<file path="config.mk">
export PLATFORM = sky130hd
export DESIGN_NAME = smse_ctrl
export DESIGN_NICKNAME = d
export VERILOG_FILES = /design/src/smse_pkg.sv /design/src/smse_ctrl.sv
export SDC_FILE = /design/constraint.sdc
export NUM_CORES = 1
export LEC_CHECK = 0
export ABC_AREA = 1
export ABC_CLOCK_PERIOD_IN_PS = 4000
export BUFFER_PORTS_ARGS = -buffer_cell sky130_fd_sc_hd__buf_4
export CORE_UTILIZATION = 55
export CTS_CLUSTER_SIZE = 25
export DETAILED_ROUTE_END_ITERATION = 7
export GPL_ROUTABILITY_DRIVEN = 0
export PLACE_DENSITY = 0.79
export SLEW_MARGIN = 30
export SYNTH_ARGS = -nofsm -noshare
export SYNTH_HDL_FRONTEND = slang
export SYNTH_SLANG_ARGS = --single-unit
export TNS_END_PERCENT = 30
</file>
<file path="constraint.sdc">
create_clock -name clk -period 4 [get_ports clk]
set_input_delay 0.8 -clock clk [delete_from_list [all_inputs] [get_ports clk]]
set_output_delay 0.8 -clock clk [all_outputs]
set_load 0.02 [all_outputs]
</file>
<file path="src/smse_pkg.sv">
// Shared types, constants and fixed-point helpers of the sparse monomial sum evaluator.
// Depends on nothing; used by smse_ctrl, smse_dp and sparse_monomial_sum_eval.
package smse_pkg;

    localparam int N_FEATURES = 32;
    localparam int MAX_TERMS  = 256;
    localparam int MAX_ORDER  = 6;
    localparam int IDX_W      = 5;
    localparam int SLOT_W     = 8;
    localparam int CNT_W      = 6;   // feature count 1..N_FEATURES
    localparam int TERMS_W    = 9;   // term count 0..MAX_TERMS
    localparam int ORD_W      = 3;
    localparam int Q_W        = 18;  // Q3.14
    localparam int ACC_W      = 32;  // Q17.14
    localparam int PROD_W     = ACC_W + Q_W;
    localparam int FRAC       = 14;
    localparam int PACK_W     = IDX_W * MAX_ORDER;

    localparam logic [1:0] CFG_ORDER = 2'd0;
    localparam logic [1:0] CFG_TERMS = 2'd1;
    localparam logic [1:0] CFG_MODE  = 2'd2;

    localparam logic REQ_LOAD    = 1'b0;
    localparam logic REQ_FEATURE = 1'b1;

    typedef struct packed {
        logic                term_rd;
        logic [SLOT_W-1:0]   term_addr;
        logic                p_ld_mult;
        logic                p_ld_grad;
        logic                p_ld_base;
        logic                mul_go;
        logic                mul_b_mult;
        logic                rnd_go;
        logic                base_ld;
        logic                acc_add;
        logic                gacc_rd;
        logic                gacc_rd_out;
        logic                gacc_add;
        logic                out_ld_energy;
        logic                out_ld_grad;
        logic                out_last;
        logic [ORD_W-1:0]    fac_i;
        logic [ORD_W-1:0]    fac_j;
        logic [IDX_W-1:0]    out_pos;
    } cmd_t;

    typedef struct packed {
        logic [CNT_W-1:0] count;
        logic             tgt_ge;
    } sts_t;

    function automatic logic signed [ACC_W-1:0] sat_add(logic signed [ACC_W-1:0] a,
                                                       logic signed [ACC_W-1:0] b);
        logic signed [ACC_W:0] s;
        s = {a[ACC_W-1], a} + {b[ACC_W-1], b};
        if (s[ACC_W] != s[ACC_W-1])
            sat_add = s[ACC_W] ? {1'b1, {(ACC_W-1){1'b0}}} : {1'b0, {(ACC_W-1){1'b1}}};
        else
            sat_add = s[ACC_W-1:0];
    endfunction

    // round half up, floor shift, saturate
    function automatic logic signed [ACC_W-1:0] round_sat(logic signed [PROD_W-1:0] p);
        logic signed [PROD_W:0]      r;
        logic signed [PROD_W-FRAC:0] sh;
        r  = {p[PROD_W-1], p} + (PROD_W+1)'(1 << (FRAC-1));
        sh = r[PROD_W:FRAC];
        if (sh > $signed({{(PROD_W-FRAC-ACC_W+1){1'b0}}, {(ACC_W-1){1'b1}}}))
            round_sat = {1'b0, {(ACC_W-1){1'b1}}};
        else if (sh < $signed({{(PROD_W-FRAC-ACC_W+2){1'b1}}, {(ACC_W-1){1'b0}}}))
            round_sat = {1'b1, {(ACC_W-1){1'b0}}};
        else
            round_sat = sh[ACC_W-1:0];
    endfunction

endpackage

</file>
<file path="src/smse_ctrl.sv">
// Controller: configuration registers, term and factor sequencing, output handshake.
// Depends on smse_pkg; commands smse_dp through cmd_t.
module smse_ctrl (
    input  logic                         clk,
    input  logic                         rst_n,
    input  logic                         cfg_we,
    input  logic [1:0]                   cfg_index,
    input  logic [smse_pkg::TERMS_W-1:0] cfg_data,
    input  logic                         in_valid,
    output logic                         in_ready,
    input  logic                         req_type,
    input  logic                         last_feature,
    output logic                         out_valid,
    input  logic                         out_ready,
    input  smse_pkg::sts_t               sts,
    output smse_pkg::cmd_t               cmd
);

    typedef enum logic [10:0] {
        S_IDLE = 11'b00000000001,
        S_TERM = 11'b00000000010,
        S_LOAD = 11'b00000000100,
        S_MUL  = 11'b00000001000,
        S_RND  = 11'b00000010000,
        S_ACC  = 11'b00000100000,
        S_GSEL = 11'b00001000000,
        S_GADD = 11'b00010000000,
        S_EFIN = 11'b00100000000,
        S_GRD  = 11'b01000000000,
        S_GOUT = 11'b10000000000
    } state_t;

    state_t                       state_reg, state_next;
    logic [smse_pkg::ORD_W-1:0]   order_reg;
    logic [smse_pkg::TERMS_W-1:0] terms_reg;
    logic                         mode_reg;
    logic [smse_pkg::TERMS_W-1:0] t_reg, t_next;
    logic [smse_pkg::ORD_W-1:0]   i_reg, i_next, j_reg, j_next;
    logic [smse_pkg::IDX_W-1:0]   r_reg, r_next;
    logic                         bph_reg, bph_next;
    logic                         ov_reg, ov_next;
    logic [smse_pkg::ORD_W-1:0]   order_c;
    logic [smse_pkg::TERMS_W-1:0] terms_c;
    logic [smse_pkg::ORD_W:0]     nj;
    logic                         out_free;

    assign order_c = (order_reg < 3'd2) ? 3'd2 :
                     (order_reg > smse_pkg::ORD_W'(smse_pkg::MAX_ORDER)) ?
                     smse_pkg::ORD_W'(smse_pkg::MAX_ORDER) : order_reg;
    assign terms_c = (terms_reg > smse_pkg::TERMS_W'(smse_pkg::MAX_TERMS)) ?
                     smse_pkg::TERMS_W'(smse_pkg::MAX_TERMS) : terms_reg;
    assign out_free  = !ov_reg || out_ready;
    assign in_ready  = (state_reg == S_IDLE);
    assign out_valid = ov_reg;

    always_ff @(posedge clk or negedge rst_n)
    begin
        if (!rst_n)
        begin
            order_reg <= 3'd2;
            terms_reg <= '0;
            mode_reg  <= 1'b0;
            state_reg <= S_IDLE;
            t_reg     <= '0;
            i_reg     <= '0;
            j_reg     <= '0;
            r_reg     <= '0;
            bph_reg   <= 1'b0;
            ov_reg    <= 1'b0;
        end
        else
        begin
            if (cfg_we)
            begin
                case (cfg_index)
                    smse_pkg::CFG_ORDER: order_reg <= cfg_data[smse_pkg::ORD_W-1:0];
                    smse_pkg::CFG_TERMS: terms_reg <= cfg_data;
                    smse_pkg::CFG_MODE:  mode_reg  <= cfg_data[0];
                    default: ;
                endcase
            end
            state_reg <= state_next;
            t_reg     <= t_next;
            i_reg     <= i_next;
            j_reg     <= j_next;
            r_reg     <= r_next;
            bph_reg   <= bph_next;
            ov_reg    <= ov_next;
        end
    end

    always_comb
    begin
        state_next = state_reg;
        t_next     = t_reg;
        i_next     = i_reg;
        j_next     = j_reg;
        r_next     = r_reg;
        bph_next   = bph_reg;
        ov_next    = ov_reg && !out_ready;
        nj         = {1'b0, j_reg} + 1'b1;
        if (nj[smse_pkg::ORD_W-1:0] == i_reg)
            nj = {1'b0, j_reg} + 2'd2;
        cmd        = '0;
        cmd.term_addr = t_reg[smse_pkg::SLOT_W-1:0];
        cmd.fac_i     = i_reg;
        cmd.fac_j     = j_reg;
        cmd.out_pos   = r_reg;
        cmd.out_last  = ({1'b0, r_reg} + 1'b1 == sts.count);
        case (state_reg)
            S_IDLE:
            begin
                if (in_valid && (req_type == smse_pkg::REQ_FEATURE) && last_feature)
                begin
                    t_next     = '0;
                    state_next = S_TERM;
                end
            end
            S_TERM:
            begin
                if (t_reg == terms_c)
                begin
                    r_next     = '0;
                    state_next = mode_reg ? S_GRD : S_EFIN;
                end
                else
                begin
                    cmd.term_rd = 1'b1;
                    state_next  = S_LOAD;
                end
            end
            S_LOAD:
            begin
                if (mode_reg)
                begin
                    cmd.p_ld_grad = 1'b1;
                    bph_next      = 1'b1;
                end
                else
                begin
                    cmd.p_ld_mult = 1'b1;
                    j_next        = '0;
                end
                state_next = S_MUL;
            end
            S_MUL:
            begin
                cmd.mul_go     = 1'b1;
                cmd.mul_b_mult = bph_reg;
                state_next     = S_RND;
            end
            S_RND:
            begin
                cmd.rnd_go = 1'b1;
                if (bph_reg)
                begin
                    cmd.base_ld = 1'b1;
                    bph_next    = 1'b0;
                    i_next      = '0;
                    state_next  = S_GSEL;
                end
                else if (!mode_reg)
                begin
                    j_next     = j_reg + 1'b1;
                    state_next = ({1'b0, j_reg} + 1'b1 == {1'b0, order_c}) ? S_ACC : S_MUL;
                end
                else
                begin
                    j_next     = nj[smse_pkg::ORD_W-1:0];
                    state_next = (nj >= {1'b0, order_c}) ? S_GADD : S_MUL;
                end
            end
            S_ACC:
            begin
                cmd.acc_add = 1'b1;
                t_next      = t_reg + 1'b1;
                state_next  = S_TERM;
            end
            S_GSEL:
            begin
                if (i_reg == order_c)
                begin
                    t_next     = t_reg + 1'b1;
                    state_next = S_TERM;
                end
                else if (sts.tgt_ge)
                    i_next = i_reg + 1'b1;
                else
                begin
                    cmd.gacc_rd   = 1'b1;
                    cmd.p_ld_base = 1'b1;
                    j_next        = (i_reg == '0) ? 3'd1 : 3'd0;
                    state_next    = S_MUL;
                end
            end
            S_GADD:
            begin
                cmd.gacc_add = 1'b1;
                i_next       = i_reg + 1'b1;
                state_next   = S_GSEL;
            end
            S_EFIN:
            begin
                if (out_free)
                begin
                    cmd.out_ld_energy = 1'b1;
                    ov_next           = 1'b1;
                    state_next        = S_IDLE;
                end
            end
            S_GRD:
            begin
                cmd.gacc_rd_out = 1'b1;
                state_next      = S_GOUT;
            end
            S_GOUT:
            begin
                if (out_free)
                begin
                    cmd.out_ld_grad = 1'b1;
                    ov_next         = 1'b1;
                    r_next          = r_reg + 1'b1;
                    state_next      = cmd.out_last ? S_IDLE : S_GRD;
                end
            end
            default:
                state_next = S_IDLE;
        endcase
    end

    a_mul_then_round: assert property (@(posedge clk) disable iff (!rst_n)
        state_reg == S_MUL |=> state_reg == S_RND)
        else $error("multiply not followed by rounding");

    a_out_free: assert property (@(posedge clk) disable iff (!rst_n)
        (cmd.out_ld_energy || cmd.out_ld_grad) |-> (!ov_reg || out_ready))
        else $error("output register overwritten while held");

    a_term_bound: assert property (@(posedge clk) disable iff (!rst_n)
        state_reg != S_IDLE |-> t_reg <= terms_c)
        else $error("term counter past term count");

    a_j_bound: assert property (@(posedge clk) disable iff (!rst_n)
        state_reg == S_MUL |-> (j_reg < order_c || bph_reg))
        else $error("factor counter past order");

endmodule

</file>
# Word level (Yosys, flattened, before mapping)
# Index checks and enable logic that the tools add are counted.
[word_totals]
ff_bits = 46
inputBits = 25
out_inout_bits = 36
word_cells = 130
[op_classes]
add_sub_neg = 7
magnitude_cmp = 4
eq_ne = 31
mux = 55
n_reduce_logical = 23
[ops]
columns = ["operator", "n"]
rows = [
  ["$pmux 11 s11", 1],
  ["$mux 11", 5],
  ["$mux 10", 3],
  ["$mux 3", 10],
  ["$mux 9", 3],
  ["$pmux 9 s3", 1],
  ["$mux 8", 3],
  ["$ne 2x2->1 const B", 11],
  ["$mux 1", 18],
  ["$pmux 3 s3", 2],
  ["$eq 11x1->1 const B", 1],
  ["$eq 11x10->1 const B", 1],
  ["$eq 11x11->1 const B", 1],
  ["$eq 11x2->1 const B", 1],
  ["$eq 11x3->1 const B", 1],
  ["$eq 11x4->1 const B", 1],
  ["$eq 11x5->1 const B", 1],
  ["$eq 11x6->1 const B", 1],
  ["$eq 11x7->1 const B", 1],
  ["$eq 11x8->1 const B", 1],
  ["$eq 11x9->1 const B", 1],
  ["$mux 5", 2],
  ["$pmux 5 s2", 1],
  ["$add 9x1->9 const B", 1],
  ["other kinds (33)", 48],
]

# Longest topological paths before layout
# Gate-level depths: netlist of run 1.
[logic_depth]
word_depth = 8
ltp_mapped = 14

# Worst setup path after synthesis of run 1
# OpenSTA, ideal clock, no wires.
[synth_timing]
path_kind = "register to register"
start = "register j_reg[0] in the netlist's numbering"
end = "register state_reg[3]"
setup_time_ns = 0.073
arrival_time_ns = 2.513
required_time_ns = 3.927
slack_ns = 1.414
stages_incl_launch_ff = 15
n_path_buf = 0
synth_period_minus_slack_ns = 2.586
path_cell_list = "dfrtp_1 -> ha_1 -> or2_2 -> nand2_2 -> xor2_1 -> nand2_1 -> nand2_1 -> and2_1 -> ha_1 -> inv_1 -> a21boi_0 -> o21a_1 -> o21ai_0 -> nand3_1 -> a21oi_2"
[synth_between]
elab_chain_len = 8
[synth_lines]
columns = ["item", "line_no", "source"]
rows = [
  ["from (decl)", "smse_ctrl.sv:38", "logic [smse_pkg::ORD_W-1:0] i_reg, i_next, j_reg, j_next;"],
  ["from (signal assigned)", "smse_ctrl.sv:85", "j_reg <= j_next;"],
  ["$add 3x1->4", "smse_ctrl.sv:101, smse_ctrl.sv:165", ""],
  ["$eq 3x3->1", "smse_ctrl.sv:102", "if (nj[smse_pkg::ORD_W-1:0] == i_reg)"],
  ["$mux 4", "smse_ctrl.sv:102", ""],
  ["$ge 4x3->1", "smse_ctrl.sv:170", "state_next = (nj >= {1'b0, order_c}) ? S_GADD : S_MUL;"],
  ["$mux 8", "smse_ctrl.sv:170", ""],
  ["$mux 8 *", "smse_ctrl.sv:162", "else if (!mode_reg)"],
  ["$mux 8 *", "smse_ctrl.sv:155", "if (bph_reg)"],
  ["$pmux 11 s11 *", "smse_ctrl.sv:110", "case (state_reg)"],
  ["to (signal assigned)", "smse_ctrl.sv:82", "state_reg <= state_next;"],
  ["to (decl)", "smse_ctrl.sv:33", "state_t state_reg, state_next;"],
]
# Mark *: on every way between the ends. The rest lies on a longest branch, timed or not.
# A chain may end at the register's enable or synchronous reset.

==> results of run 1 <==
==> final timing paths <==
| path | start | to | slack, ps |
|---|---|---|---|
| hold reg to reg | order_reg[0] | order_reg[0] | 500 |
| hold / removal | rst_n | t_reg[5] | 490 |
| setup / recovery | terms_reg[6] | cmd[33] | 980 |
| max in group asynchronous | rst_n | state_reg[6] | 3110 |
| min in group clk | order_reg[0] | order_reg[0] | 500 |
| setup reg to reg | j_reg[0] | state_reg[3] | 1270 |
==> metrics by stage <==
stage / cells / hold WS, ps / worst slack (ps)
after floorplan: 430 / 453.8 / 1414
after global placement: 549 / 467.8 / 1416
after detailed placement: 549 / 477.9 / 1310
after CTS: 556 / 498.5 / 1014
after global routing: 556 / 532.1 / 837.8
final: 556 / 494.3 / 979.3
==> synth_stat cells (2+ instances only) <==
master | number | share of area [%]
nor2_1 | 30 | 3.5
nor2_2 | 4 | 0.78
dfrtp_1 | 44 | 34
ha_1 | 9 | 3.5
nand2_2 | 6 | 1.2
a21oi_2 | 2 | 0.54
o21ai_1 | 4 | 0.62
xor2_1 | 13 | 3.5
nand4_1 | 6 | 1.2
o21ai_0 | 25 | 3.9
inv_1 | 59 | 6.9
buf_4 | 10 | 2.3
nor3_1 | 14 | 2.2
mux2_2 | 6 | 2.1
nor2_4 | 7 | 2.4
o211ai_1 | 4 | 0.93
a21oi_1 | 8 | 1.2
nand2_1 | 96 | 11
dfstp_2 | 2 | 1.6
inv_2 | 9 | 1.0
nand3b_1 | 2 | 0.47
o31ai_1 | 4 | 0.93
nor3_2 | 2 | 0.62
nand3_1 | 38 | 5.9
xnor2_1 | 3 | 0.82
==> layer usage <==
| layer | vias up | wire length, microns | GRT usage (%) |
|---|---|---|---|
| li1 | 1489 | - | - |
| met3 | 12 | 421 | 4.186 |
| met4 | 0 | 73 | 6.296 |
| met2 | 96 | 3496 | 42.09 |
| met1 | 1373 | 3230 | 32.51 |
| met5 | - | 0 | 0 |
==> layout make-up <==
type | instances | area, sq um
Inverter | 69 | 261.5
Fill cell | 495 | 1826
Clock inverter | 2 | 10.01
Sequential cell | 46 | 1154
Clock buffer | 5 | 68.82
Multi-Input combinational cell | 302 | 1714
Tap cell | 72 | 90.09
Timing Repair Buffer | 60 | 450.4
==> cell families after synthesis <==
family	after synthesis
compound gates	57
simple gates	214
mux	6
xor+xnor	16
flops	46
buf+inv	82
fa+ha+maj	9
==> power breakdown <==
group | internal [mW] | switching, mW
clock network | 0.117 | 0.150
logic | 0.176 | 0.323
registers | 0.517 | 0.0532
total | 0.811 | 0.526
==> cells in the final DEF, fill, tap and decap left out, drive strengths merged <==
master,synthesis,routed
nor3b,1,1
nand3,39,39
nand2,102,102
o21a,1,1
o2111ai,1,1
clkinv,0,2
dfstp,2,2
nor2,41,41
a211oi,1,1
and2,1,1
dfrtp,44,44
clkbuf,1,5
xnor2,3,3
inv,69,69
mux2,6,6
nor3,17,17
ha,9,9
nand4,8,8
o31ai,4,4
nand3b,2,2
o22ai,1,1
or2,2,2
nor4,1,1
a21oi,10,10
o211a,1,1
xor2,13,13
buf,12,60
o211ai,5,5
o21bai,1,1
a31oi,1,1
o21ai,30,30
a21boi,1,1
==> critical path, stage by stage, from the launching register on <==
cell     delay (ps)
dfrtp_1         420
nor2_1          120
nand2_1          70
o21ai_2         420
nand2_1         140
nand2_1          90
nand2_1          50
nor2_1          110
nand2_1         100
nor2_4          130
a21oi_1         100
buf_4           160
==> flow_summary.json, run 1 <==
{
  "outcome": "finished clean",
  "critical_path_start_type": "register",
  "syn_avg_cell_area_sq_um": 7.496,
  "place_area_sq_mm": 0.003670,
  "worst_hold_path_type": "in -> async",
  "ctsRootBufferMaster": "clkbuf_8",
  "period_minus_slack_ps": 3021,
  "yosys_warnings": 0,
  "post_drt_via_cell_ratio": 5.342,
  "maximum_number_of_pins_on_one_net_before_global_route_repair": 47,
  "synth_seq_cells": 46,
  "critical_path.max_fanout": 14,
  "post-cts-setup-buffer-count": 0,
  "fmaxAchievable_mhz": 331.0,
  "finalCritPeriodShare_pct": 75.52,
  "post_route_cells_drive_above_1_share_pct": 23.35,
  "reg2regPathDepth": 14,
  "ys_async_sr_fraction_pct": 100.0,
  "slew_violations": 0,
  "max_cap_violation_count": 0,
  "max_root_sink_buffers": 2,
  "floorplan.die.height_microns": 78.55,
  "area_growth_syn_to_layout_pct": 16.30,
  "timing.critical_path.to_type": "output pin",
  "grt_overflow": 0,
  "setup_tns_ps": 0,
  "setup.worst_path.class": "reg -> out",
  "first_global_vias": 2717,
  "synth_xor_xnor_area_share_pct": 4.348,
  "numCtsBuffers": 5,
  "synth_cells": 430,
  "synth_flop_cell": "dfrtp_1",
  "vias": 2970,
  "synthMuxAreaShare_pct": 2.096,
  "ctsHoldBuffers": 0,
  "p_leak_nw": 1.922,
  "synth_nets": 464,
  "finalWirelength_microns": 7220,
  "main_combinational_cell_family_by_area_after_synthesis": "simple AND/OR/NAND/NOR gates",
  "max_slew_margin_pct": 61.71,
  "post-route-cell-area_sq_mm": 0.003749,
  "detail-route-antenna-nets": 0,
  "global_route_wire_length_before_repair_microns": 12110,
  "pin_count": 61,
  "rsz0062_at_grt": "no",
  "ctsResizeCount": 0,
  "drt_pre_antenna_iters": 5,
  "clk_latency_worst_skew_pair_ps": 300,
  "post-route-drc-count": 0,
  "die_w_microns": 78.55,
  "avgRoutedWirePerCell_microns": 12.99,
  "slew_at_the_pin_closest_to_its_max_slew_limit_ps": 574.3,
  "globalRouteTotalUtil_pct": 24.75,
  "vdd_ir_drop_max_mv": 0.2518,
  "finalHoldViolCount": 0,
  "finish.utilization_pct": 67.25,
  "half_perimeter_wire_length_of_the_detailed_placement_result_microns": 5745,
  "tritoncts_clock_tree": "yes",
  "cts.reportedPaths.clkPinSlew_ps": 90,
  "cts_sinks": 46,
  "cp.required_ps": 3200,
  "fin_nets": 518,
  "synth_sequential_area_ratio_pct": 35.79,
  "synthSimpleGateAreaFrac_pct": 32.26,
  "antenna_cells_inserted": 0,
  "synthesized_cell_area_sq_mm": 0.003223,
  "synth-compound-area-share_pct": 10.99,
  "design.die.area_sq_mm": 0.006170,
  "drt_iter0_drc": 182,
  "cts_max_level": 2,
  "largest_register_ffs": 11,
  "fin_worst_skew_ps": 9.959,
  "rows": 27,
  "synth_edf_count": 0,
  "cellPowerDensity_mw_per_mm2": 356.7,
  "core-area_sq_mm": 0.005574,
  "worst-endpoint-arrival_ps": 2220,
  "netlist-cell-type-count": 48,
  "synth_fa_ha_area_share_pct": 3.494,
  "power.total_mw": 1.337,
  "finalSetupViolations": 0,
  "grt_antenna_before_repair": 0,
  "initial_utilization_pct": 57.82,
  "io_buf_count": 60
}
(Power assumes the default switching activity.)
==> run 2, diff against run 1 <==
ABC_CLOCK_PERIOD_IN_PS = 2700   (was 4000)
CORE_UTILIZATION = 51   (was 55)
PLACE_DENSITY = 0.77   (was 0.79)
clock period = 2.7 ns   (was 4 ns; I/O delays follow)
==> flow_summary.json, run 2 (same netlist as run 1, synthesis figures left out) <==
{
  "maximum_number_of_pins_on_one_net_before_global_route_repair": 47,
  "post-route-cell-area_sq_mm": 0.003854,
  "power.switching_fraction_pct": 37.64,
  "crit_path_cell_trace": "nor2_1 > nand2_1 > o21ai_4 > buf_12 > nand2_1 > xor2_1 > nor2_4 > a21oi_1 > buf_4",
  "core-area_sq_mm": 0.005991,
  "pin_count": 61,
  "routed-wl-met2_microns": 3649,
  "io_buf_count": 60,
  "ctsHoldBuffers": 0,
  "critPathSlowestCell": "dfrtp_1",
  "global_route_wire_length_before_repair_microns": 12050,
  "die_w_microns": 81.50,
  "tritoncts_clock_tree": "yes",
  "fmaxAchievable_mhz": 380.6,
  "placed_cells_incl_taps": 553,
  "p_sw_uw": 796.9,
  "post_drt_via_cell_ratio": 5.340,
  "met3RoutedLength_microns": 503,
  "power.total_mw": 2.117,
  "commonest_non_fill_non_tap_cells_in_the_layout": "nand2_1, buf_4, inv_1",
  "most_common_cell_after_layout_fill_and_taps_aside": "nand2_1",
  "top_layer_used": "met4",
  "worst_hold_slack_ps": 231.2,
  "critical_path.max_fanout": 11,
  "detail-route-antenna-nets": 0,
  "cp.required_ps": 2160,
  "grt_antenna_before_repair": 0,
  "post-route-drc-count": 0,
  "worst_path_largest_cell_delay_ps": 430,
  "finalCritPeriodShare_pct": 97.30,
  "max_root_sink_buffers": 2,
  "max_slew_margin_pct": 61.61,
  "numCtsBuffers": 5,
  "slew_violations": 0,
  "slew_at_the_pin_closest_to_its_max_slew_limit_ps": 575.9,
  "rsz0062_at_grt": "yes",
  "outcome": "finished clean",
  "finalSetupViolations": 0,
  "largest_register_ffs": 11,
  "antenna_cells_inserted": 0,
  "finalWirelength_microns": 7451,
  "finish.cell_count_without_fillers": 564,
  "worst_hold_path_type": "in -> async",
  "p_int_mw": 1.320,
  "clock_power_share_pct": 24.1,
  "initial_utilization_pct": 53.80,
  "setup.worst_path.class": "reg -> out",
  "cellPowerDensity_mw_per_mm2": 549.4,
  "floorplan.die.height_microns": 81.50,
  "finalHoldViolCount": 0,
  "timing.critical_path.to_type": "output pin",
  "p_leak_nw": 1.958,
  "max_cap_violation_count": 0,
  "clk_latency_worst_skew_pair_ps": 300,
  "avgRoutedWirePerCell_microns": 13.21,
  "globalRouteTotalUtil_pct": 23.74,
  "design.die.area_sq_mm": 0.006641,
  "ctsRootBufferMaster": "clkbuf_8",
  "critical_path_start_type": "register",
  "drt_pre_antenna_iters": 4,
  "rows": 28,
  "fin_nets": 522,
  "worst-endpoint-arrival_ps": 2090,
  "regToRegSetupSlack_ps": 130,
  "fin_worst_skew_ps": 9.445,
  "cts_sinks": 46,
  "combinationalPowerShare_pct": 35.8,
  "post_route_m1_wl_microns": 3137,
  "seqPwrFrac_pct": 40.1,
  "vdd_ir_drop_max_mv": 0.3636,
  "half_perimeter_wire_length_of_the_detailed_placement_result_microns": 5758,
  "reg2regPathDepth": 13,
  "rr_startpoint": "j_reg[1]",
  "period_minus_slack_ps": 2627,
  "worst_r2r_endpoint": "state_reg[3]",
  "place_area_sq_mm": 0.003681,
  "drt_iter0_drc": 222,
  "first_global_vias": 2737,
  "cts.reportedPaths.clkPinSlew_ps": 90,
  "vias": 3012,
  "cts_max_level": 2,
  "cp_common_cell": "nand2_1",
  "grt_overflow": 0,
  "post_route_cells_drive_above_1_share_pct": 24.74,
  "finish.utilization_pct": 64.33,
  "area_growth_syn_to_layout_pct": 19.57
}
run 2: worst max-delay path by stage:
stage                       from           end  slack (ps)  cells after the start
global route        terms_reg[1]       cmd[33]         -60                     12
detailed placement      j_reg[1]  state_reg[3]           9                     14
CTS                     j_reg[1]  state_reg[3]          10                     14
finish              terms_reg[1]       cmd[33]          70                      9
floorplan               j_reg[0]  state_reg[3]         110                     14
global placement        j_reg[1]  state_reg[3]         170                     14
run 2: timing repair:
action	CTS	global route
hold endpoints to repair	0	0
buffers inserted	0	3
pin swaps	0	1
resized for setup	1	6
endpoints found under the setup margin	1	3
run 2: cell type report:
type                    instances  area (sq um)
fillers                       541          2137
multi-input cells             302          1740
flip-flops and latches         46          1155
repair buffers                 64         493.0
inverters                      69         261.5
well taps                      75         93.84
clock buffers                   6         72.57
clock inverters                 2         37.54
run 2: routing by layer:
metal  global-route usage (%)  vias to the layer above
met5                        0                        -
met4                    7.500                        0
li1                         -                     1497
met1                    30.35                     1397
met3                    5.333                       17
met2                    39.75                      101
run 2: worst max-delay path: cells and delay by family (launching register included):
family	cells	cell delay [ps]
buffers and inverters	2	320
XOR/XNOR	1	230
AO/OA/AOI/OAI	2	410
flip-flops	1	430
AND/OR/NAND/NOR	4	380
run 2: stage by stage:
step | setup slack, ps | TNS (ps)
after global routing | -64.89 | -128.7
after detailed placement | 9.335 | 0
after floorplan | 113.7 | 0
after CTS | 14.03 | 0
after global placement | 165.8 | 0
final | 72.79 | 0
run 2: power by group through the flow:
stage               Clock, mW  Combinational [mW]  Sequential [mW]
floorplan                   0               0.555            0.842
global placement            0               0.715            0.856
detailed placement          0               0.729            0.859
CTS                     0.525               0.735            0.847
global route            0.550               0.853            0.861
finish                  0.510               0.759            0.848
==> run 3, diff against run 2 <==
REMOVE_ABC_BUFFERS = 1   (was default)
==> flow_summary.json, run 3 (same netlist as run 1, synthesis figures left out) <==
{
  "crit_path_cell_trace": "nor2_2 > nand2_2 > o21ai_2 > buf_4 > nand2_1 > nand2_1 > o211ai_1 > nor2_4 > a21oi_1 > buf_4",
  "rsz0062_at_grt": "yes",
  "p_leak_nw": 1.974,
  "finalHoldViolCount": 0,
  "worst_path_largest_cell_delay_ps": 430,
  "finalWirelength_microns": 7504,
  "largest_register_ffs": 11,
  "grt_antenna_before_repair": 0,
  "seqPwrFrac_pct": 40.4,
  "clock_power_share_pct": 22.1,
  "timing.critical_path.to_type": "output pin",
  "max_cap_violation_count": 0,
  "initial_utilization_pct": 53.80,
  "power.switching_fraction_pct": 40.67,
  "max_root_sink_buffers": 2,
  "finish.utilization_pct": 64.43,
  "vias": 3006,
  "p_int_mw": 1.247,
  "cellPowerDensity_mw_per_mm2": 544.4,
  "setup.worst_path.class": "reg -> out",
  "first_global_vias": 2799,
  "cts_sinks": 46,
  "grt_overflow": 0,
  "post-route-cell-area_sq_mm": 0.003860,
  "dp_worst_setup_slack_ps": 43.95,
  "most_common_cell_after_layout_fill_and_taps_aside": "nand2_1",
  "clk_latency_worst_skew_pair_ps": 320,
  "post-route-drc-count": 0,
  "outcome": "finished clean",
  "tritoncts_clock_tree": "yes",
  "cts_max_level": 2,
  "cp.required_ps": 2160,
  "drt_iter0_drc": 156,
  "floorplan.die.height_microns": 81.50,
  "globalRouteTotalUtil_pct": 24.28,
  "fin_nets": 527,
  "half_perimeter_wire_length_of_the_detailed_placement_result_microns": 5733,
  "fmaxAchievable_mhz": 390.7,
  "maximum_number_of_pins_on_one_net_before_global_route_repair": 47,
  "period_minus_slack_ps": 2559,
  "max_slew_margin_pct": 61.34,
  "post_route_cells_drive_above_1_share_pct": 25.71,
  "finalSetupViolations": 0,
  "area_growth_syn_to_layout_pct": 19.76,
  "rows": 28,
  "p_sw_uw": 854.8,
  "critical_path.max_fanout": 5,
  "commonest_non_fill_non_tap_cells_in_the_layout": "nand2_1, buf_4, inv_1",
  "numCtsBuffers": 5,
  "io_buf_count": 60,
  "pin_count": 61,
  "detail-route-antenna-nets": 0,
  "core-area_sq_mm": 0.005991,
  "setup_slack_ps": 140.8,
  "critical_path_start_type": "register",
  "slew_at_the_pin_closest_to_its_max_slew_limit_ps": 580.0,
  "worst-endpoint-arrival_ps": 2020,
  "post_drt_via_cell_ratio": 5.283,
  "finalCritPeriodShare_pct": 94.79,
  "fin_worst_skew_ps": 14.54,
  "cts.reportedPaths.clkPinSlew_ps": 100,
  "ctsRootBufferMaster": "clkbuf_8",
  "slew_violations": 0,
  "drt_pre_antenna_iters": 5,
  "global_route_wire_length_before_repair_microns": 12380,
  "critPathSlowestCell": "dfrtp_1",
  "combinationalPowerShare_pct": 37.4,
  "antenna_cells_inserted": 0,
  "worst_hold_path_type": "in -> async",
  "place_area_sq_mm": 0.003681,
  "avgRoutedWirePerCell_microns": 13.19,
  "vdd_ir_drop_max_mv": 0.3353,
  "die_w_microns": 81.50,
  "design.die.area_sq_mm": 0.006641,
  "n_fill_cell": 533
}
==> run 3: final timing paths <==
check                        startpoint           end  slack [ps]  cells past startpoint
min reg2reg                order_reg[0]  order_reg[0]         510                      2
max                        terms_reg[3]       cmd[33]         140                     10
min                               rst_n      t_reg[1]         220                      1
max in group asynchronous         rst_n      t_reg[7]        2090                      1
max reg2reg                    j_reg[0]  state_reg[3]         180                     14
min in group clk            cfg_data[7]  terms_reg[7]         440                      2
==> run 3: layer usage <==
| metal | vias up | routed length, microns | GRT usage, % |
|---|---|---|---|
| met5 | - | 0 | 0 |
| met4 | 0 | 152 | 7.500 |
| met3 | 18 | 394 | 3.778 |
| met2 | 91 | 3614 | 41.58 |
| met1 | 1384 | 3342 | 31.39 |
| li1 | 1513 | - | - |
==> run 3: final cells by class <==
cell class,instances,area [sq um],area share [%]
flip-flops and latches,46,1154,29.89
repair buffers,68,510.5,13.23
clock inverters,3,26.28,0.6807
clock buffers,5,68.82,1.783
multi-input cells,303,1745,45.22
inverters,69,261.5,6.775
well taps,75,93.84,2.431
==> run 3: worst max-delay path, delay by kind of cell, from the launching register on <==
kind | cells | cell delay, ps
buf+inv | 2 | 320
compound gates | 3 | 460
flops | 1 | 430
simple gates | 5 | 470
==> run 3: timing repair <==
item | 4_1_cts | 5_1_grt
gates cloned | 0 | 1
hold buffers | 0 | 0
pin swaps | 0 | 4
setup endpoints to repair | 1 | 3
resized for setup | 1 | 5
setup buffers | 0 | 7
==> run 3: power groups by stage <==
stage | registers [mW] | logic (mW) | clock network, mW
2_1_floorplan | 0.846 | 0.536 | 0
3_3_place_gp | 0.855 | 0.718 | 0
3_5_place_dp | 0.857 | 0.736 | 0
4_1_cts | 0.845 | 0.746 | 0.471
5_1_grt | 0.858 | 0.870 | 0.502
6_report | 0.850 | 0.786 | 0.465
==> run 3: per-stage QoR <==
step / hold slack (ps) / total power [mW] / std cells / TNS (ps)
final: 220.5 / 2.102 / 569 / 0
after global routing: 256.3 / 2.230 / 569 / -30.54
after CTS: 235.6 / 2.063 / 561 / 0
after detailed placement: 486.6 / 1.594 / 553 / 0
after global placement: 479.6 / 1.573 / 553 / 0
after floorplan: 244.4 / 1.382 / 417 / 0
